$ cat src/design/plist_pkg.sv
// Shared types, codes and sizes for the positional list engine.
package plist_pkg;

  localparam int DATA_W       = 32;
  localparam int POS_W        = 7;
  localparam int CNT_W        = 7;
  localparam int MODE_W       = 2;
  localparam int STATUS_W     = 2;
  localparam int CAPACITY_DEF = 64;

  localparam logic [MODE_W-1:0] MODE_INSERT = 2'd0;
  localparam logic [MODE_W-1:0] MODE_DELETE = 2'd1;
  localparam logic [MODE_W-1:0] MODE_CLEAR  = 2'd2;

  localparam logic [STATUS_W-1:0] ST_OK    = 2'd0;
  localparam logic [STATUS_W-1:0] ST_RANGE = 2'd1;
  localparam logic [STATUS_W-1:0] ST_EMPTY = 2'd2;
  localparam logic [STATUS_W-1:0] ST_FULL  = 2'd3;

  typedef struct packed {
    logic [MODE_W-1:0]        mode;
    logic [POS_W-1:0]         position;
    logic signed [DATA_W-1:0] value;
  } plist_in_t;

  typedef struct packed {
    logic [STATUS_W-1:0]      status;
    logic [CNT_W-1:0]         count;
    logic signed [DATA_W-1:0] head_value;
    logic signed [DATA_W-1:0] tail_value;
  } plist_out_t;

endpackage

$ cat src/design/positional_list_engine_top.sv
// Positional list engine: ring-store list with insert, delete and clear requests.
//
// Takes one request at a time and returns one result per request. A request
// runs through a small sequencer around one modular ring-index adder and a
// single-write, single-read store of CAPACITY words. An insert or delete in
// the middle moves every entry behind the position by one slot, one entry per
// cycle through the store. Each request is checked first; an accepted middle
// insert or delete then sets up and runs that move, an accepted insert writes
// its value, and the head and tail entries are read back before the result is
// offered, except when the list is left empty, which reports zero for both.
// The next request is taken once the result has left without a stall.
// Stored words are undefined after reset; only written entries are ever reported.
module positional_list_engine_top #(
  parameter int CAPACITY = plist_pkg::CAPACITY_DEF
) (
  input  logic                  clk,
  input  logic                  rst_n,
  input  logic                  in_valid,
  output logic                  in_stall,
  input  plist_pkg::plist_in_t  in_data,
  output logic                  out_valid,
  input  logic                  out_stall,
  output plist_pkg::plist_out_t out_data
);

  localparam int DW = plist_pkg::DATA_W;
  localparam int AW = (CAPACITY > 1) ? $clog2(CAPACITY) : 1;
  localparam int CW = $clog2(CAPACITY + 1);
  localparam int LW = ((CW > plist_pkg::POS_W) ? CW : plist_pkg::POS_W) + 1;

  localparam logic [AW-1:0] SLOT_LAST = AW'(CAPACITY - 1);
  localparam logic [CW:0]   CAP_SUM   = (CW+1)'(CAPACITY);
  localparam logic [CW-1:0] CAP_CNT   = CW'(CAPACITY);

  localparam logic [3:0] S_IDLE     = 4'd0;
  localparam logic [3:0] S_CHECK    = 4'd1;
  localparam logic [3:0] S_SETUP    = 4'd2;
  localparam logic [3:0] S_SHIFT    = 4'd3;
  localparam logic [3:0] S_WRITE    = 4'd4;
  localparam logic [3:0] S_RD_HEAD  = 4'd5;
  localparam logic [3:0] S_RD_TAIL  = 4'd6;
  localparam logic [3:0] S_CAP_TAIL = 4'd7;
  localparam logic [3:0] S_OUT      = 4'd8;

  function automatic logic [AW-1:0] slot_inc(input logic [AW-1:0] s);
    slot_inc = (s == SLOT_LAST) ? '0 : s + 1'b1;
  endfunction

  function automatic logic [AW-1:0] slot_dec(input logic [AW-1:0] s);
    slot_dec = (s == '0) ? SLOT_LAST : s - 1'b1;
  endfunction

  logic [DW-1:0] mem [CAPACITY];

  logic [3:0]                     state_r, state_nxt;
  logic [AW-1:0]                  start_r, start_nxt;
  logic [CW-1:0]                  count_r, count_nxt;
  logic [CW-1:0]                  rem_r, rem_nxt;
  logic                           pend_r, pend_nxt;
  logic                           ins_r, ins_nxt;
  logic [AW-1:0]                  wr_ptr_r, wr_ptr_nxt;
  logic [AW-1:0]                  rd_ptr_r, rd_ptr_nxt;
  logic [plist_pkg::STATUS_W-1:0] status_r, status_nxt;

  logic [plist_pkg::MODE_W-1:0]   mode_r;
  logic [plist_pkg::POS_W-1:0]    pos_r;
  logic [DW-1:0]                  value_r;
  logic [DW-1:0]                  head_r;
  logic [DW-1:0]                  tail_r;
  logic [DW-1:0]                  rd_data_r;

  logic [CW-1:0] add_k;
  logic [CW:0]   add_sum;
  logic [AW-1:0] add_slot;
  logic [LW-1:0] pos_x;
  logic [LW-1:0] cnt_x;
  logic [CW-1:0] pos_c;

  logic          mem_we;
  logic [AW-1:0] mem_waddr;
  logic [DW-1:0] mem_wdata;
  logic          mem_re;
  logic [AW-1:0] mem_raddr;

  assign pos_x = LW'(pos_r);
  assign cnt_x = LW'(count_r);
  assign pos_c = CW'(pos_r);

  // ring index adder: slot of logical position add_k
  always_comb begin
    add_k = count_r;
    case (state_r)
      S_CHECK: begin
        add_k = (mode_r == plist_pkg::MODE_INSERT) ? count_r : pos_c - 1'b1;
      end
      S_RD_TAIL: begin
        add_k = count_r - 1'b1;
      end
      default: begin
        add_k = count_r;
      end
    endcase
    add_sum  = (CW+1)'(start_r) + (CW+1)'(add_k);
    add_slot = (add_sum >= CAP_SUM) ? AW'(add_sum - CAP_SUM) : AW'(add_sum);
  end

  always_comb begin
    state_nxt  = state_r;
    start_nxt  = start_r;
    count_nxt  = count_r;
    rem_nxt    = rem_r;
    pend_nxt   = pend_r;
    ins_nxt    = ins_r;
    wr_ptr_nxt = wr_ptr_r;
    rd_ptr_nxt = rd_ptr_r;
    status_nxt = status_r;
    mem_we     = 1'b0;
    mem_waddr  = wr_ptr_r;
    mem_wdata  = rd_data_r;
    mem_re     = 1'b0;
    mem_raddr  = rd_ptr_r;
    case (state_r)
      S_IDLE: begin
        if (in_valid) begin
          state_nxt = S_CHECK;
        end
      end
      S_CHECK: begin
        status_nxt = plist_pkg::ST_OK;
        state_nxt  = S_RD_HEAD;
        case (mode_r)
          plist_pkg::MODE_INSERT: begin
            ins_nxt = 1'b1;
            if (pos_r == '0 || pos_x > cnt_x + 1'b1) begin
              status_nxt = plist_pkg::ST_RANGE;
            end else if (count_r == CAP_CNT) begin
              status_nxt = plist_pkg::ST_FULL;
            end else begin
              count_nxt = count_r + 1'b1;
              if (pos_r == plist_pkg::POS_W'(1)) begin
                start_nxt  = slot_dec(start_r);
                wr_ptr_nxt = slot_dec(start_r);
                state_nxt  = S_WRITE;
              end else begin
                wr_ptr_nxt = add_slot;
                rem_nxt    = count_r - pos_c + 1'b1;
                state_nxt  = S_SETUP;
              end
            end
          end
          plist_pkg::MODE_DELETE: begin
            ins_nxt = 1'b0;
            if (count_r == '0) begin
              status_nxt = plist_pkg::ST_EMPTY;
            end else if (pos_r == '0 || pos_x > cnt_x) begin
              status_nxt = plist_pkg::ST_RANGE;
            end else begin
              count_nxt = count_r - 1'b1;
              if (pos_r == plist_pkg::POS_W'(1)) begin
                start_nxt = slot_inc(start_r);
              end else begin
                wr_ptr_nxt = add_slot;
                rem_nxt    = count_r - pos_c;
                state_nxt  = S_SETUP;
              end
            end
          end
          plist_pkg::MODE_CLEAR: begin
            count_nxt = '0;
          end
          default: begin
            status_nxt = plist_pkg::ST_OK;
          end
        endcase
      end
      S_SETUP: begin
        rd_ptr_nxt = ins_r ? slot_dec(wr_ptr_r) : slot_inc(wr_ptr_r);
        pend_nxt   = 1'b0;
        state_nxt  = S_SHIFT;
      end
      S_SHIFT: begin
        if (pend_r) begin
          mem_we     = 1'b1;
          mem_waddr  = wr_ptr_r;
          mem_wdata  = rd_data_r;
          wr_ptr_nxt = ins_r ? slot_dec(wr_ptr_r) : slot_inc(wr_ptr_r);
        end
        if (rem_r != '0) begin
          mem_re     = 1'b1;
          mem_raddr  = rd_ptr_r;
          rd_ptr_nxt = ins_r ? slot_dec(rd_ptr_r) : slot_inc(rd_ptr_r);
          rem_nxt    = rem_r - 1'b1;
          pend_nxt   = 1'b1;
        end else begin
          pend_nxt  = 1'b0;
          state_nxt = ins_r ? S_WRITE : S_RD_HEAD;
        end
      end
      S_WRITE: begin
        mem_we    = 1'b1;
        mem_waddr = wr_ptr_r;
        mem_wdata = value_r;
        state_nxt = S_RD_HEAD;
      end
      S_RD_HEAD: begin
        if (count_r == '0) begin
          state_nxt = S_OUT;
        end else begin
          mem_re    = 1'b1;
          mem_raddr = start_r;
          state_nxt = S_RD_TAIL;
        end
      end
      S_RD_TAIL: begin
        mem_re    = 1'b1;
        mem_raddr = add_slot;
        state_nxt = S_CAP_TAIL;
      end
      S_CAP_TAIL: begin
        state_nxt = S_OUT;
      end
      S_OUT: begin
        if (!out_stall) begin
          state_nxt = S_IDLE;
        end
      end
      default: begin
        state_nxt = S_IDLE;
      end
    endcase
  end

  always_ff @(posedge clk) begin
    if (!rst_n) begin
      state_r  <= S_IDLE;
      start_r  <= '0;
      count_r  <= '0;
      rem_r    <= '0;
      pend_r   <= 1'b0;
      ins_r    <= 1'b0;
      wr_ptr_r <= '0;
      rd_ptr_r <= '0;
      status_r <= plist_pkg::ST_OK;
    end else begin
      state_r  <= state_nxt;
      start_r  <= start_nxt;
      count_r  <= count_nxt;
      rem_r    <= rem_nxt;
      pend_r   <= pend_nxt;
      ins_r    <= ins_nxt;
      wr_ptr_r <= wr_ptr_nxt;
      rd_ptr_r <= rd_ptr_nxt;
      status_r <= status_nxt;
    end
  end

  // request and result payload
  always_ff @(posedge clk) begin
    if (state_r == S_IDLE && in_valid) begin
      mode_r  <= in_data.mode;
      pos_r   <= in_data.position;
      value_r <= in_data.value;
    end
    if (state_r == S_RD_HEAD && count_r == '0) begin
      head_r <= '0;
      tail_r <= '0;
    end
    if (state_r == S_RD_TAIL) begin
      head_r <= rd_data_r;
    end
    if (state_r == S_CAP_TAIL) begin
      tail_r <= rd_data_r;
    end
  end

  always_ff @(posedge clk) begin
    if (mem_we) begin
      mem[mem_waddr] <= mem_wdata;
    end
    if (mem_re) begin
      rd_data_r <= mem[mem_raddr];
    end
  end

  assign in_stall            = (state_r != S_IDLE);
  assign out_valid           = (state_r == S_OUT);
  assign out_data.status     = status_r;
  assign out_data.count      = plist_pkg::CNT_W'(count_r);
  assign out_data.head_value = head_r;
  assign out_data.tail_value = tail_r;

  a_count_bound: assert property (@(posedge clk) disable iff (!rst_n)
    count_r <= CAP_CNT)
    else $error("list count above capacity");

  a_out_blocks_in: assert property (@(posedge clk) disable iff (!rst_n)
    out_valid |-> in_stall)
    else $error("request taken while a result is pending");

  a_empty_zero: assert property (@(posedge clk) disable iff (!rst_n)
    (out_valid && count_r == '0) |-> (head_r == '0 && tail_r == '0))
    else $error("empty list reports nonzero head or tail");

  a_full_status: assert property (@(posedge clk) disable iff (!rst_n)
    (out_valid && status_r == plist_pkg::ST_FULL) |-> (count_r == CAP_CNT))
    else $error("full status with list not full");

  a_shift_done: assert property (@(posedge clk) disable iff (!rst_n)
    (state_r == S_SHIFT && rem_r == '0) |=> !pend_r)
    else $error("store move left pending after shift");

endmodule
$ cat config.mk
export PLATFORM = sky130hd
export DESIGN_NAME = positional_list_engine_top
export DESIGN_NICKNAME = d
export VERILOG_FILES = /design/src/design/plist_pkg.sv /design/src/design/positional_list_engine_top.sv
export SDC_FILE = /design/constraint.sdc
export NUM_CORES = 2
export LEC_CHECK = 0
export ABC_AREA = 0
export BUFFER_PORTS_ARGS = -buffer_cell sky130_fd_sc_hd__clkbuf_2
export CAP_MARGIN = 30
export CORE_MARGIN = 1
export CORE_UTILIZATION = 35
export DETAILED_ROUTE_END_ITERATION = 7
export GPL_TIMING_DRIVEN = 0
export PLACE_DENSITY_LB_ADDON = 0.12
export REMOVE_ABC_BUFFERS = 1
export SETUP_SLACK_MARGIN = 0.2
export SYNTH_ARGS = -nofsm -noshare
export SYNTH_HDL_FRONTEND = slang
export SYNTH_SLANG_ARGS = --single-unit
$ cat constraint.sdc
create_clock -name clk -period 4.3 [get_ports clk]
set_input_delay 0.43 -clock clk [delete_from_list [all_inputs] [get_ports clk]]
set_output_delay 0.43 -clock clk [all_outputs]
set_load 0.05 [all_outputs]
==> flow_metrics.env <==
export IMPL_finalSetupViolCount=32
export IMPL_synth_area_sq_um=90000
export IMPL_path_class="reg2reg"
export IMPL_violations="negative setup slack"
export IMPL_wire_per_inst_um=29.0
export IMPL_status="finished with violations"
export IMPL_drc_errors=0
export IMPL_ys_top_cells_by_area="edfxtp_1, nand2_1, nand3_1"
export IMPL_syn_inst=6706
export IMPL_max_clock_freq_mhz=199
export IMPL_clock_path_buffers=3
export IMPL_worst_slack_ns=-0.733
export IMPL_synthFlopType="edfxtp_1"
export IMPL_critPathSlowestCell="o211ai_1"
export IMPL_ant_nets=0
export IMPL_start_util=0.353
export IMPL_grt_max_degree=74
export IMPL_synth_common_cells="edfxtp_1, nand2_1, nand3_1, buf_2, a31oi_1"
export IMPL_power_mw=53.7
export IMPL_ff_latch_area_sq_um=66400
export IMPL_cts_tree="built"
export IMPL_clkPwrFrac=0.373
export IMPL_cts_root_buffer="clkbuf_16"
export IMPL_synthAdderAreaFrac=0.00587
export IMPL_end_kind="register"
export IMPL_num_nets_final=7421
export IMPL_clock_insertion_delay_worst_skew_ns=0.89
export IMPL_cts_sinks=2225
export IMPL_hpwl_mm=183
export IMPL_yosys_area_share_simple=0.144
export IMPL_antenna_found_initial=19
export IMPL_tightest_slew_ns=1.22
export IMPL_ys_ff_latch=2225
export IMPL_synth_top_family_by_area="simple AND/OR/NAND/NOR gates"
export IMPL_multi_input_area_sq_um=24900
export IMPL_path_cells="or4b_4, mux2i_4, nand2_2, o221ai_4, ha_4, inv_2, fa_2, nor2_4, a221oi_4, buf_12, buf_12, buf_12, buf_16, buf_12, nor2_4, buf_12, a32oi_4, a31oi_4, o211ai_1, and3_4"
export IMPL_clk_pin_slew_ns=0.07
export IMPL_grt_overflow_total=0
export IMPL_fillers=22300
export IMPL_crit_fanout=5
export IMPL_yosysTopAreaCellShare=0.729
export IMPL_yosysWarnings=0
export IMPL_via_per_inst=5.50
export IMPL_worst_setup_path_start_kind="register"
export IMPL_ioPinCount=120
export IMPL_ir_worst_vdd_mv=0.440
export IMPL_cts_buffers=233
export IMPL_hold_viol_final=0
export IMPL_synth_xor_area_share=0.00360
export IMPL_synth_edf_count=2185
export IMPL_crit_required_ns=5.05
export IMPL_yosysMostFrequentCell="edfxtp_1"
export IMPL_slowest_delay_ns=0.96
export IMPL_p_sw_mw=14.4
export IMPL_io_buffer_count=119
export IMPL_cp_common_cell="buf_12"
export IMPL_finalWirelength_mm=316
export IMPL_row_count=185
export IMPL_synth_cell_types=86
export IMPL_maxSlewViolCount=0
export IMPL_place_congestion=0.785
export IMPL_leakage_nw=39.6
export IMPL_yosysTopAreaCell="edfxtp_1"
export IMPL_async_reset_ff_frac=0
export IMPL_slew_headroom=0.181
export IMPL_area_growth_pct=28.4
export IMPL_die_x_um=509
export IMPL_die_h_um=509
export IMPL_vias=60000
export IMPL_grt_pass1_vias=56600
export IMPL_dieArea_sq_um=259000
export IMPL_syn_avg_cell_area_sq_um=13.4
export IMPL_drtIter0Drc=6070
export IMPL_p_int_mw=39.3
export IMPL_powerDensity_nw_per_um2=465
export IMPL_finalCritPeriodShare=1.17
export IMPL_arrival_ns=5.78
export IMPL_drive_above_1_share=0.219
export IMPL_synth_compound_gate_area_share=0.0630
export IMPL_p_comb_frac=0.153
export IMPL_rsz0062_at_grt="true"
export IMPL_p_sw_frac=0.268
export IMPL_core_area_sq_um=255000
export IMPL_min_period_ns=5.03
export IMPL_synth_seq_area_share=0.738
export IMPL_clock_skew_ns=0.0741
export IMPL_grt_pass1_wl_mm=438
export IMPL_h_tree_depth=4
export IMPL_firstDrtPassIters=8
export IMPL_maxCapViolations=0
export IMPL_hold_path_class="in2reg"
export IMPL_hold_ws_ns=0.0873
export IMPL_pwr_share_seq=0.474
export IMPL_grt_usage=0.238
export IMPL_synth_area_mux_share=0.0213
-- worst paths after layout --
path / from / cells past startpoint / slack (ns) / endpoint
setup / recovery: state_r[2] / 20 / -0.73 / rd_data_r[8]
hold / removal: in_valid / 3 / 0.09 / mode_r[0]
setup reg to reg: state_r[2] / 20 / -0.73 / rd_data_r[8]
hold reg to reg: rem_r[1] / 2 / 0.48 / rem_r[1]
-- cells in the final DEF, fill, tap and decap left out, types with 40 or more instances in the layout --
master	synthesis	layout
mux2i_1	95	94
clkinv_2	0	43
buf_12	0	225
buf_6	3	44
clkinv_1	1	61
a311oi_1	117	63
buf_8	0	52
clkbuf_2	0	119
a311oi_2	0	50
nor2_4	1	80
buf_16	0	118
nand3_1	616	576
a32oi_1	95	59
dlygate4sd3_1	0	42
buf_4	13	206
and3_1	155	132
and2_1	79	72
a31oi_1	195	139
edfxtp_1	2185	2185
clkbuf_1	174	57
a31oi_2	0	40
nor2_1	164	86
clkbuf_16	0	243
nand2_1	1820	1781
a21oi_1	108	105
-- per-layer routing --
layer  wire (um)  vias to the layer above  global-route usage
li1            -                    26400                   -
met1      135000                    31000               0.325
met2      151000                     2130               0.389
met3       19100                      472              0.0343
met4       10800                        4              0.0815
met5          27                        -                   0
-- critical path, delay by kind of cell, from the launching register on --
family	cells	cell delay, ns
AO/OA/AOI/OAI	5	1.61
adder cells (fa/ha/maj)	2	0.73
buffers and inverters	7	0.77
flip-flops	1	0.37
multiplexers	1	0.20
AND/OR/NAND/NOR	5	1.17
-- what timing repair did --
item | CTS | global route
cloned | 44 | 11
hold endpoints to repair | 42 | 0
gates resized for setup | 424 | 210
buffers inserted | 188 | 130
setup endpoints to repair | 1230 | 736
pin swaps | 176 | 183
hold buffers | 42 | 0
-- through the flow --
stage / setup WS (ns) / TNS (ns) / utilization / area, sq um / std cells
after floorplan: -19.19 / -2530.90 / - / 88000 / 6264
after global placement: -56.83 / - / 0.364 / 92800 / 9749
after detailed placement: -2.77 / -124.54 / 0.391 / 99600 / 10100
after CTS: -0.716 / -15.99 / 0.442 / 113000 / 10800
after global routing: -0.724 / -18.26 / 0.453 / 115000 / 10900
final: -0.733 / -16.14 / 0.453 / 115000 / 10900
-- cells by family after synthesis --
group	Yosys count
AND/OR/NAND/NOR	2989
XOR/XNOR	37
adder cells (fa/ha/maj)	41
AO/OA/AOI/OAI	781
multiplexers	155
flip-flops	2225
buffers and inverters	478
-- power by group through the flow --
stage          Sequential (mW)  Combinational [mW]  Clock (mW)
2_1_floorplan             26.1                4.53           0
3_3_place_gp              26.1                7.91           0
3_5_place_dp              26.0                7.04           0
4_1_cts                   25.5                7.94        20.4
5_1_grt                   25.5                8.76        21.1
6_report                  25.5                8.22        20.0
-- registers in the layout (all words and copies together), names as in the netlist --
name / count
count_r: 7
head_r: 32
ins_r: 1
mem: 2048
mode_r: 2
pend_r: 1
pos_c: 7
rd_data_r: 32
rd_ptr_r: 6
rem_r: 7
start_r: 6
state_r: 4
status_r: 2
tail_r: 32
value_r: 32
wr_ptr_r: 6
-- area by class of cell --
type / count / area share
diodes: 13 / 0.000282
clock buffers: 292 / 0.0528
clock inverters: 145 / 0.0121
inverters: 36 / 0.00117
multi-input cells: 4011 / 0.216
flip-flops and latches: 2225 / 0.575
well taps: 3366 / 0.0365
repair buffers: 828 / 0.106
Note: power is estimated with default switching activity, not from simulation.
